==> src/rtl/core/irqrr_pkg.sv <==
// ----------------------------------------------------------------------------
// irqrr_pkg
// Shared types, register codes and a helper function for the round-robin
// interrupt distributor.
// ----------------------------------------------------------------------------
package irqrr_pkg;

   localparam int MaxLines = 16;
   localparam int LineW    = 4;
   localparam int CpuW     = 4;
   localparam int TargetW  = 2;
   localparam int PtrW     = 3;

   localparam logic [PtrW-1:0] NoCpu = 3'd7;

   localparam logic [1:0] RegServiced = 2'd0;
   localparam logic [1:0] RegLocal    = 2'd1;
   localparam logic [1:0] RegActive   = 2'd2;
   localparam logic [1:0] RegAffinity = 2'd3;

   localparam logic [15:0] ServicedReset = 16'hD1FB;
   localparam logic [15:0] LocalReset    = 16'h1187;
   localparam logic [3:0]  ActiveReset   = 4'hF;
   localparam logic [63:0] AffinityReset = 64'hFFFF_FFFF_FFFF_FFFF;

   typedef struct packed {
      logic               hit;
      logic [LineW-1:0]   line;
      logic [TargetW-1:0] target;
      logic               last;
   } pick_type;

   function automatic logic [TargetW-1:0] lowest_cpu(input logic [CpuW-1:0] m);
      logic [TargetW-1:0] r;
      r = '0;
      if (m[0])      r = 2'd0;
      else if (m[1]) r = 2'd1;
      else if (m[2]) r = 2'd2;
      else if (m[3]) r = 2'd3;
      return r;
   endfunction

endpackage

==> src/rtl/core/irq_round_robin_distributor.sv <==
// Flow: an accepted vector is registered in the work register, and the merge stage
// then issues one result per cycle into the output register while rsp_tready allows;
// a result waiting with rsp_tready low stalls it. A new vector is taken only once
// the merge stage has retired every routed line of the last one.
// Reset: synchronous; control and CSR registers return to defaults, all pointers to no CPU.
// ----------------------------------------------------------------------------
// irq_round_robin_distributor
// Routes each pending, serviced interrupt line to a CPU through per-line
// round-robin lanes and a lowest-line-first merge stage.
// ----------------------------------------------------------------------------
module irq_round_robin_distributor #(
   parameter int NUM_CPUS  = 4,
   parameter int NUM_LINES = 16
) (
   input  logic        clock,
   input  logic        reset,
   input  logic        req_tvalid,
   output logic        req_tready,
   input  logic [15:0] req_tdata,   // [15:0] pending_vector
   output logic        rsp_tvalid,
   input  logic        rsp_tready,
   output logic [7:0]  rsp_tdata,   // [3:0] irq_number, [5:4] target_cpu, [6] forwarded
   output logic        rsp_tlast,
   input  logic        csr_psel,
   input  logic        csr_penable,
   input  logic        csr_pwrite,
   input  logic [4:0]  csr_paddr,
   input  logic [63:0] csr_pwdata,
   output logic [63:0] csr_prdata,
   output logic        csr_pready
);

   localparam int NumLanes = (NUM_LINES < irqrr_pkg::MaxLines) ? NUM_LINES
                                                               : irqrr_pkg::MaxLines;
   localparam logic [15:0] LineEnable = 16'((17'd1 << NumLanes) - 17'd1);
   localparam logic [3:0]  CpuLimit   = (NUM_CPUS >= 4) ? 4'hF
                                                        : 4'((5'd1 << NUM_CPUS) - 5'd1);

   logic [15:0] serviced_ff;
   logic [15:0] local_ff;
   logic [3:0]  active_ff;
   logic [63:0] affinity_ff;
   logic [15:0] work_ff;
   logic [15:0] work_in;
   logic        rsp_valid_ff;
   logic        rsp_valid_in;
   logic [7:0]  rsp_data_ff;
   logic [7:0]  rsp_data_in;
   logic        rsp_last_ff;
   logic        rsp_last_in;

   logic        csr_wr;
   logic [1:0]  csr_idx;
   logic        req_take;
   logic        issue;
   logic [3:0]  active_eff;
   logic [15:0] grant;
   logic [15:0][irqrr_pkg::TargetW-1:0] lane_target;
   irqrr_pkg::pick_type pick;

   assign csr_pready = 1'b1;
   assign csr_idx    = csr_paddr[4:3];
   assign csr_wr     = csr_psel && csr_penable && csr_pwrite && csr_pready;
   assign active_eff = active_ff & CpuLimit;

   always_comb begin
      case (csr_idx)
         irqrr_pkg::RegServiced: csr_prdata = {48'd0, serviced_ff};
         irqrr_pkg::RegLocal:    csr_prdata = {48'd0, local_ff};
         irqrr_pkg::RegActive:   csr_prdata = {60'd0, active_ff};
         irqrr_pkg::RegAffinity: csr_prdata = affinity_ff;
         default:                csr_prdata = '0;
      endcase
   end

   always_ff @(posedge clock) begin
      if (reset) begin
         serviced_ff <= irqrr_pkg::ServicedReset;
         local_ff    <= irqrr_pkg::LocalReset;
         active_ff   <= irqrr_pkg::ActiveReset;
         affinity_ff <= irqrr_pkg::AffinityReset;
      end else if (csr_wr) begin
         case (csr_idx)
            irqrr_pkg::RegServiced: serviced_ff <= csr_pwdata[15:0];
            irqrr_pkg::RegLocal:    local_ff    <= csr_pwdata[15:0];
            irqrr_pkg::RegActive:   active_ff   <= csr_pwdata[3:0];
            irqrr_pkg::RegAffinity: affinity_ff <= csr_pwdata;
            default:                ;
         endcase
      end
   end

   for (genvar i = 0; i < irqrr_pkg::MaxLines; i++) begin : g_lane
      if (i < NumLanes) begin : g_on
         irqrr_lane u_lane (
            .clock      (clock),
            .reset      (reset),
            .affinity   (affinity_ff[4*i +: 4]),
            .active     (active_eff),
            .keep_local (local_ff[i]),
            .grant      (grant[i] && issue),
            .target     (lane_target[i])
         );
      end else begin : g_off
         assign lane_target[i] = '0;
      end
   end

   irqrr_merge u_merge (
      .work        (work_ff),
      .lane_target (lane_target),
      .grant       (grant),
      .pick        (pick)
   );

   assign req_tready = (work_ff == '0);
   assign req_take   = req_tvalid && req_tready;
   assign issue      = pick.hit && (!rsp_valid_ff || rsp_tready);

   always_comb begin
      work_in      = work_ff;
      rsp_valid_in = rsp_valid_ff;
      rsp_data_in  = rsp_data_ff;
      rsp_last_in  = rsp_last_ff;
      if (req_take) begin
         work_in = req_tdata & serviced_ff & LineEnable;
      end else if (issue) begin
         work_in = work_ff & ~grant;
      end
      if (issue) begin
         rsp_valid_in = 1'b1;
         rsp_data_in  = {1'b0, (pick.target != '0), pick.target, pick.line};
         rsp_last_in  = pick.last;
      end else if (rsp_tready) begin
         rsp_valid_in = 1'b0;
      end
   end

   always_ff @(posedge clock) begin
      if (reset) begin
         work_ff      <= '0;
         rsp_valid_ff <= 1'b0;
      end else begin
         work_ff      <= work_in;
         rsp_valid_ff <= rsp_valid_in;
      end
      rsp_data_ff <= rsp_data_in;
      rsp_last_ff <= rsp_last_in;
   end

   assign rsp_tvalid = rsp_valid_ff;
   assign rsp_tdata  = rsp_data_ff;
   assign rsp_tlast  = rsp_last_ff;

`ifndef SYNTHESIS
   a_load_work: assert property (@(posedge clock) disable iff (reset)
      req_take |=> work_ff == ($past(req_tdata) & $past(serviced_ff) & LineEnable))
      else $error("work vector not loaded from accepted item");

   a_issue_clears_one: assert property (@(posedge clock) disable iff (reset)
      (issue && !req_take) |=> $countones(work_ff) == $countones($past(work_ff)) - 1)
      else $error("issue did not retire exactly one line");

   a_last_drains: assert property (@(posedge clock) disable iff (reset)
      (issue && pick.last) |=> work_ff == '0 || $past(req_take))
      else $error("last result issued with lines remaining");
`endif

endmodule

==> src/rtl/core/irqrr_lane.sv <==
// ----------------------------------------------------------------------------
// irqrr_lane
// One interrupt line: holds the round-robin pointer and picks the next CPU.
// ----------------------------------------------------------------------------
module irqrr_lane (
   input  logic                           clock,
   input  logic                           reset,
   input  logic [irqrr_pkg::CpuW-1:0]     affinity,
   input  logic [irqrr_pkg::CpuW-1:0]     active,
   input  logic                           keep_local,
   input  logic                           grant,
   output logic [irqrr_pkg::TargetW-1:0]  target
);

   logic [irqrr_pkg::PtrW-1:0]    last_cpu_ff;
   logic [irqrr_pkg::PtrW-1:0]    last_cpu_in;
   logic [irqrr_pkg::CpuW-1:0]    aff;
   logic [irqrr_pkg::CpuW-1:0]    above;
   logic                          balance;
   logic [irqrr_pkg::TargetW-1:0] pick;

   always_comb begin
      aff     = affinity & active;
      balance = !keep_local && (aff != '0);
      if (last_cpu_ff == irqrr_pkg::NoCpu) begin
         above = aff;
      end else if (last_cpu_ff < 3'd3) begin
         above = aff & 4'(4'b1110 << last_cpu_ff[1:0]);
      end else begin
         above = '0;
      end
      pick   = (above != '0) ? irqrr_pkg::lowest_cpu(above) : irqrr_pkg::lowest_cpu(aff);
      target = balance ? pick : '0;
      last_cpu_in = (grant && balance) ? {1'b0, pick} : last_cpu_ff;
   end

   always_ff @(posedge clock) begin
      if (reset) begin
         last_cpu_ff <= irqrr_pkg::NoCpu;
      end else begin
         last_cpu_ff <= last_cpu_in;
      end
   end

endmodule

==> src/rtl/core/irqrr_merge.sv <==
// ----------------------------------------------------------------------------
// irqrr_merge
// Selects the lowest remaining line and merges its lane result.
// ----------------------------------------------------------------------------
module irqrr_merge (
   input  logic [irqrr_pkg::MaxLines-1:0]                        work,
   input  logic [irqrr_pkg::MaxLines-1:0][irqrr_pkg::TargetW-1:0] lane_target,
   output logic [irqrr_pkg::MaxLines-1:0]                        grant,
   output irqrr_pkg::pick_type                                   pick
);

   logic [irqrr_pkg::MaxLines-1:0] rest;

   always_comb begin
      grant       = work & (~work + 16'd1);
      rest        = work & ~grant;
      pick.hit    = (work != '0);
      pick.line   = '0;
      pick.target = '0;
      for (int i = 0; i < irqrr_pkg::MaxLines; i++) begin
         if (grant[i]) begin
            pick.line   = pick.line | irqrr_pkg::LineW'(i);
            pick.target = pick.target | lane_target[i];
         end
      end
      pick.last = (rest == '0);
   end

endmodule

==> config.mk <==
export PLATFORM = sky130hd
export DESIGN_NAME = irq_round_robin_distributor
export DESIGN_NICKNAME = d
export VERILOG_FILES = /design/src/rtl/core/irqrr_pkg.sv /design/src/rtl/core/irq_round_robin_distributor.sv /design/src/rtl/core/irqrr_lane.sv /design/src/rtl/core/irqrr_merge.sv
export SDC_FILE = /design/constraint.sdc
export NUM_CORES = 1
export LEC_CHECK = 0
export BUFFER_PORTS_ARGS = -buffer_cell sky130_fd_sc_hd__buf_2
export CORE_AREA = 2 2 133 135
export CTS_CLUSTER_DIAMETER = 200
export DETAILED_ROUTE_END_ITERATION = 7
export DIE_AREA = 0 0 135 137
export PLACE_DENSITY = 0.82
export SLEW_MARGIN = 15
export SYNTH_ARGS = -nofsm -noshare
export SYNTH_HDL_FRONTEND = slang
export SYNTH_SLANG_ARGS = --single-unit
==> constraint.sdc <==
create_clock -name clock -period 3.3 [get_ports clock]
set_clock_uncertainty 0.2 [all_clocks]
set_input_delay 0.66 -clock clock [delete_from_list [all_inputs] [get_ports clock]]
set_output_delay 0.66 -clock clock [all_outputs]
set_load 0.05 [all_outputs]
==> flow_summary_export.csv <==
group,metric,value,unit
power_and_ir_drop,p_total,0.00772,W
synthesis,netlist_top_cells_area,"dfxtp_1, nand2_1, mux2i_1",
hold_path,hold_path.class,"in -> reg",
clock_tree,htreeDepth,4,
clock_tree,path_clk_slew,70,ps
job,cap_viol_max_count,0,
synthesis,synthXorXnorAreaFrac,0.00183,
synthesis,synth_flop_cell,"dfxtp_1",
worst_setup_path,arrival,2320,ps
synthesis,synth-adder-area-share,0.00418,
clock_tree,cts-root-buf,"clkbuf_16",
synthesis,synth_compound_area_frac,0.194,
synthesis,synthMuxAreaShare,0.110,
floorplan,dieArea,18500,sq um
synthesis,synth_top_family_by_area,"simple AND/OR/NAND/NOR gates",
detailed_routing,via_per_inst,6.26,
global_route,grt_usage,0.315,
timing,final.setup.tns,0,ps
detailed_routing,wl,29.6,mm
timing,setup_viol,0,
floorplan,ios,168,
synthesis,synthSimpleGateAreaFrac,0.279,
synthesis,synthArstFlopShare,0,
worst_setup_path,cp-start-kind,"flop",
synthesis,ys_ff_latch,173,
synthesis,syn_area_per_cell,8.04,sq um
timing,slew-limit-headroom,0.499,
final_layout,final_design_area_no_fill,11300,sq um
global_route,grt_pass1_vias,8783,
worst_setup_path,crit_type,"reg -> out",
placement,gp_congestion,0.974,
final_layout,drive_gt1_frac,0.207,
synthesis,yosysTopAreaCellShare,0.345,
global_route,grt_pass1_wl,45.9,mm
worst_setup_path,crit_required,2440,ps
timing,finalCritPeriodShare,0.964,
global_route,grt_overflow_total,0,
synthesis,syn_nets,1284,
synthesis,postSynthCellCount,1192,
worst_setup_path,crit_fanout,10,
floorplan,coreArea,17100,sq um
final_layout,antenna_cells,0,
worst_setup_path,critPathCaptureType,"output pin",
detailed_routing,via_count,9838,
synthesis,ys_seq_area_frac,0.370,
placement,dpl_cell_area,10700,sq um
power_and_ir_drop,powerDensity,683,nW/um^2
timing,timing.hold.ws,235,ps
final_layout,fillers,1434,
timing,tightest_slew,749,ps
placement,port_buffers,162,
floorplan,fp-row-count,48,
power_and_ir_drop,peakVddDrop,0.000864,V
synthesis,synth_edf_count,8,
power_and_ir_drop,cellLeakagePower,4.93,nW
timing,rsz0062_at_grt,"false",
clock_tree,clkSinkCount,173,
clock_tree,cts_tree,"yes",
detailed_routing,wl_per_cell,18.8,um
detailed_routing,first_pass_iters,8,
timing,max_freq,314,MHz
global_route,antenna_found_initial,0,
detailed_routing,detail-route-antenna-nets,0,
synthesis,yosysWarnings,0,
clock_tree,cts_buffer_depth,2,
synthesis,syn_area,9590,sq um
synthesis,yosys.area.top_type,"dfxtp_1",
synthesis,yosysUniqueCellTypes,88,
detailed_routing,first_iter_violations,1126,
timing,finalCriticalPeriod,3180,ps
global_route,grt_start_max_net_pins,110,
final_layout,area_growth_syn_to_layout,17.9,%
placement,hpwl,21.1,mm
clock_tree,numCtsBuffers,17,
final_layout,finalNetCount,1425,
floorplan,fp.dieW,135,um
timing,finalHoldViolCount,0,
detailed_routing,post-route-drc-count,0,
clock_tree,clkLatencyLatePin,440,ps
floorplan,initial_utilization,0.562,
run_status,status,"finished clean",
floorplan,die_h,137,um
timing,final-max-slew-violation-count,0,
[layout make-up]
| type | count | area [sq um] | area share |
|---|---|---|---|
| multi-input combinational | 925 | 5700 | 0.505 |
| sequential | 173 | 3540 | 0.313 |
| timing repair buffer | 201 | 1160 | 0.102 |
| clock buffer | 22 | 474 | 0.0420 |
| tap | 225 | 282 | 0.0249 |
| clock inverter | 10 | 87.6 | 0.00775 |
| inverter | 15 | 57.6 | 0.00509 |
[routing by layer]
metal  wire (um)  up-vias  GRT usage
met3        2240       66     0.0500
met4         946        0      0.124
li1            -     4658          -
met5           0        -          0
met2       14200      445      0.526
met1       12200     4669      0.409
[report_power, final]
group          total, W  internal, W  switching [W]
Clock           0.00195      0.00110       0.000850
Sequential      0.00261      0.00237       0.000237
Combinational   0.00317      0.00100        0.00217
Total           0.00772      0.00446        0.00325
[stage by stage]
| stage | std cells | setup slack, ps | utilization |
|---|---|---|---|
| after detailed placement | 1539 | 345 | 0.629 |
| after global placement | 1539 | 392 | 0.629 |
| after global routing | 1571 | 7.72 | 0.663 |
| after CTS | 1571 | 18.6 | 0.662 |
| final | 1571 | 118 | 0.663 |
| after floorplan | 1192 | 41.4 | - |
[flip-flops by register name, summed over array words and instances, names as in the netlist]
register                        flops
affinity_ff                        64
work_ff                            16
local_ff                           16
rsp_tdata                           7
active_eff                          4
rsp_tlast                           1
serviced_ff                        16
g_lane.g_on.u_lane.last_cpu_ff     48
rsp_tvalid                          1
[Yosys cell counts (all sizes together) (10+ instances only)]
cell    number
nand3       46
nand2b      16
o211ai      20
clkbuf      61
o21ai       52
nand4       10
buf         18
a22oi       12
inv         15
a31oi       10
nor4        14
mux2i       95
a21oi       58
nand2      267
nor2        49
a211oi      10
and3        57
and2        15
dfxtp      165
nor3        14
[cell families after synthesis]
| family | after synthesis |
|---|---|
| and+or+nand+nor | 549 |
| AOI/OAI and AO/OA | 268 |
| DFF | 173 |
| muxes | 100 |
| buffers and inverters | 94 |
| adders and majority gates | 4 |
| other | 2 |
| xor gates and xnor gates | 2 |
[final timing paths]
path | slack (ps) | endpoint | depth (start not counted) | from
max reg2reg | 260 | rsp_tdata[6]$_DFFE_PP_ | 9 | active_eff[2]$_SDFFE_PP1P_
min | 240 | affinity_ff[18]$_SDFFE_PP1P_ | 3 | csr_pwdata[18]
max | 120 | req_tready | 5 | work_ff[1]$_SDFFE_PP0P_
min reg2reg | 280 | g_lane[5].g_on.u_lane.last_cpu_ff[2]$_SDFFE_PP1P_ | 2 | g_lane[5].g_on.u_lane.last_cpu_ff[2]$_SDFFE_PP1P_
[worst max-delay path: stages (launching register included)]
cell     delay (ps)
dfxtp_1         400
or4_4           660
nor2_2          200
nand2_1         210
nor2_2          200
buf_4           210
[cells in the final DEF, fill, tap and decap left out, types with 6 or more instances in the layout]
master     Yosys  final
nand2_1      267    267
dfxtp_1      165    165
buf_2          8    161
mux2i_1       95     95
a21oi_1       58     58
and3_1        57     57
nor2_1        49     46
nand3_1       46     46
o21ai_0       51     43
buf_4          4     36
o211ai_1      19     19
clkbuf_16      0     17
nand2b_1      16     16
and2_1        14     14
inv_1         14     13
nor4_1        13     13
nor3_1        14     13
a22oi_1       12     12
a211oi_1      10     10
nand4_1       10     10
a31oi_1       10     10
o21ai_2        1      9
a211o_1        8      8
edfxtp_1       8      8
nand3b_1       7      7
a32oi_1        7      7
o21bai_1       7      7
o31ai_1        7      7
o2111ai_1      6      6
o311ai_0       6      6
nand4b_1       6      6
or2_2          6      6
[repair_timing]
action                                  CTS  global route
endpoints found under the setup margin    1             1
gates resized for setup                   1             3
hold buffers                              0             0
setup buffers                             0             0
hold endpoints to repair                  0             0
No activity file was read; power rests on OpenSTA's default activity.
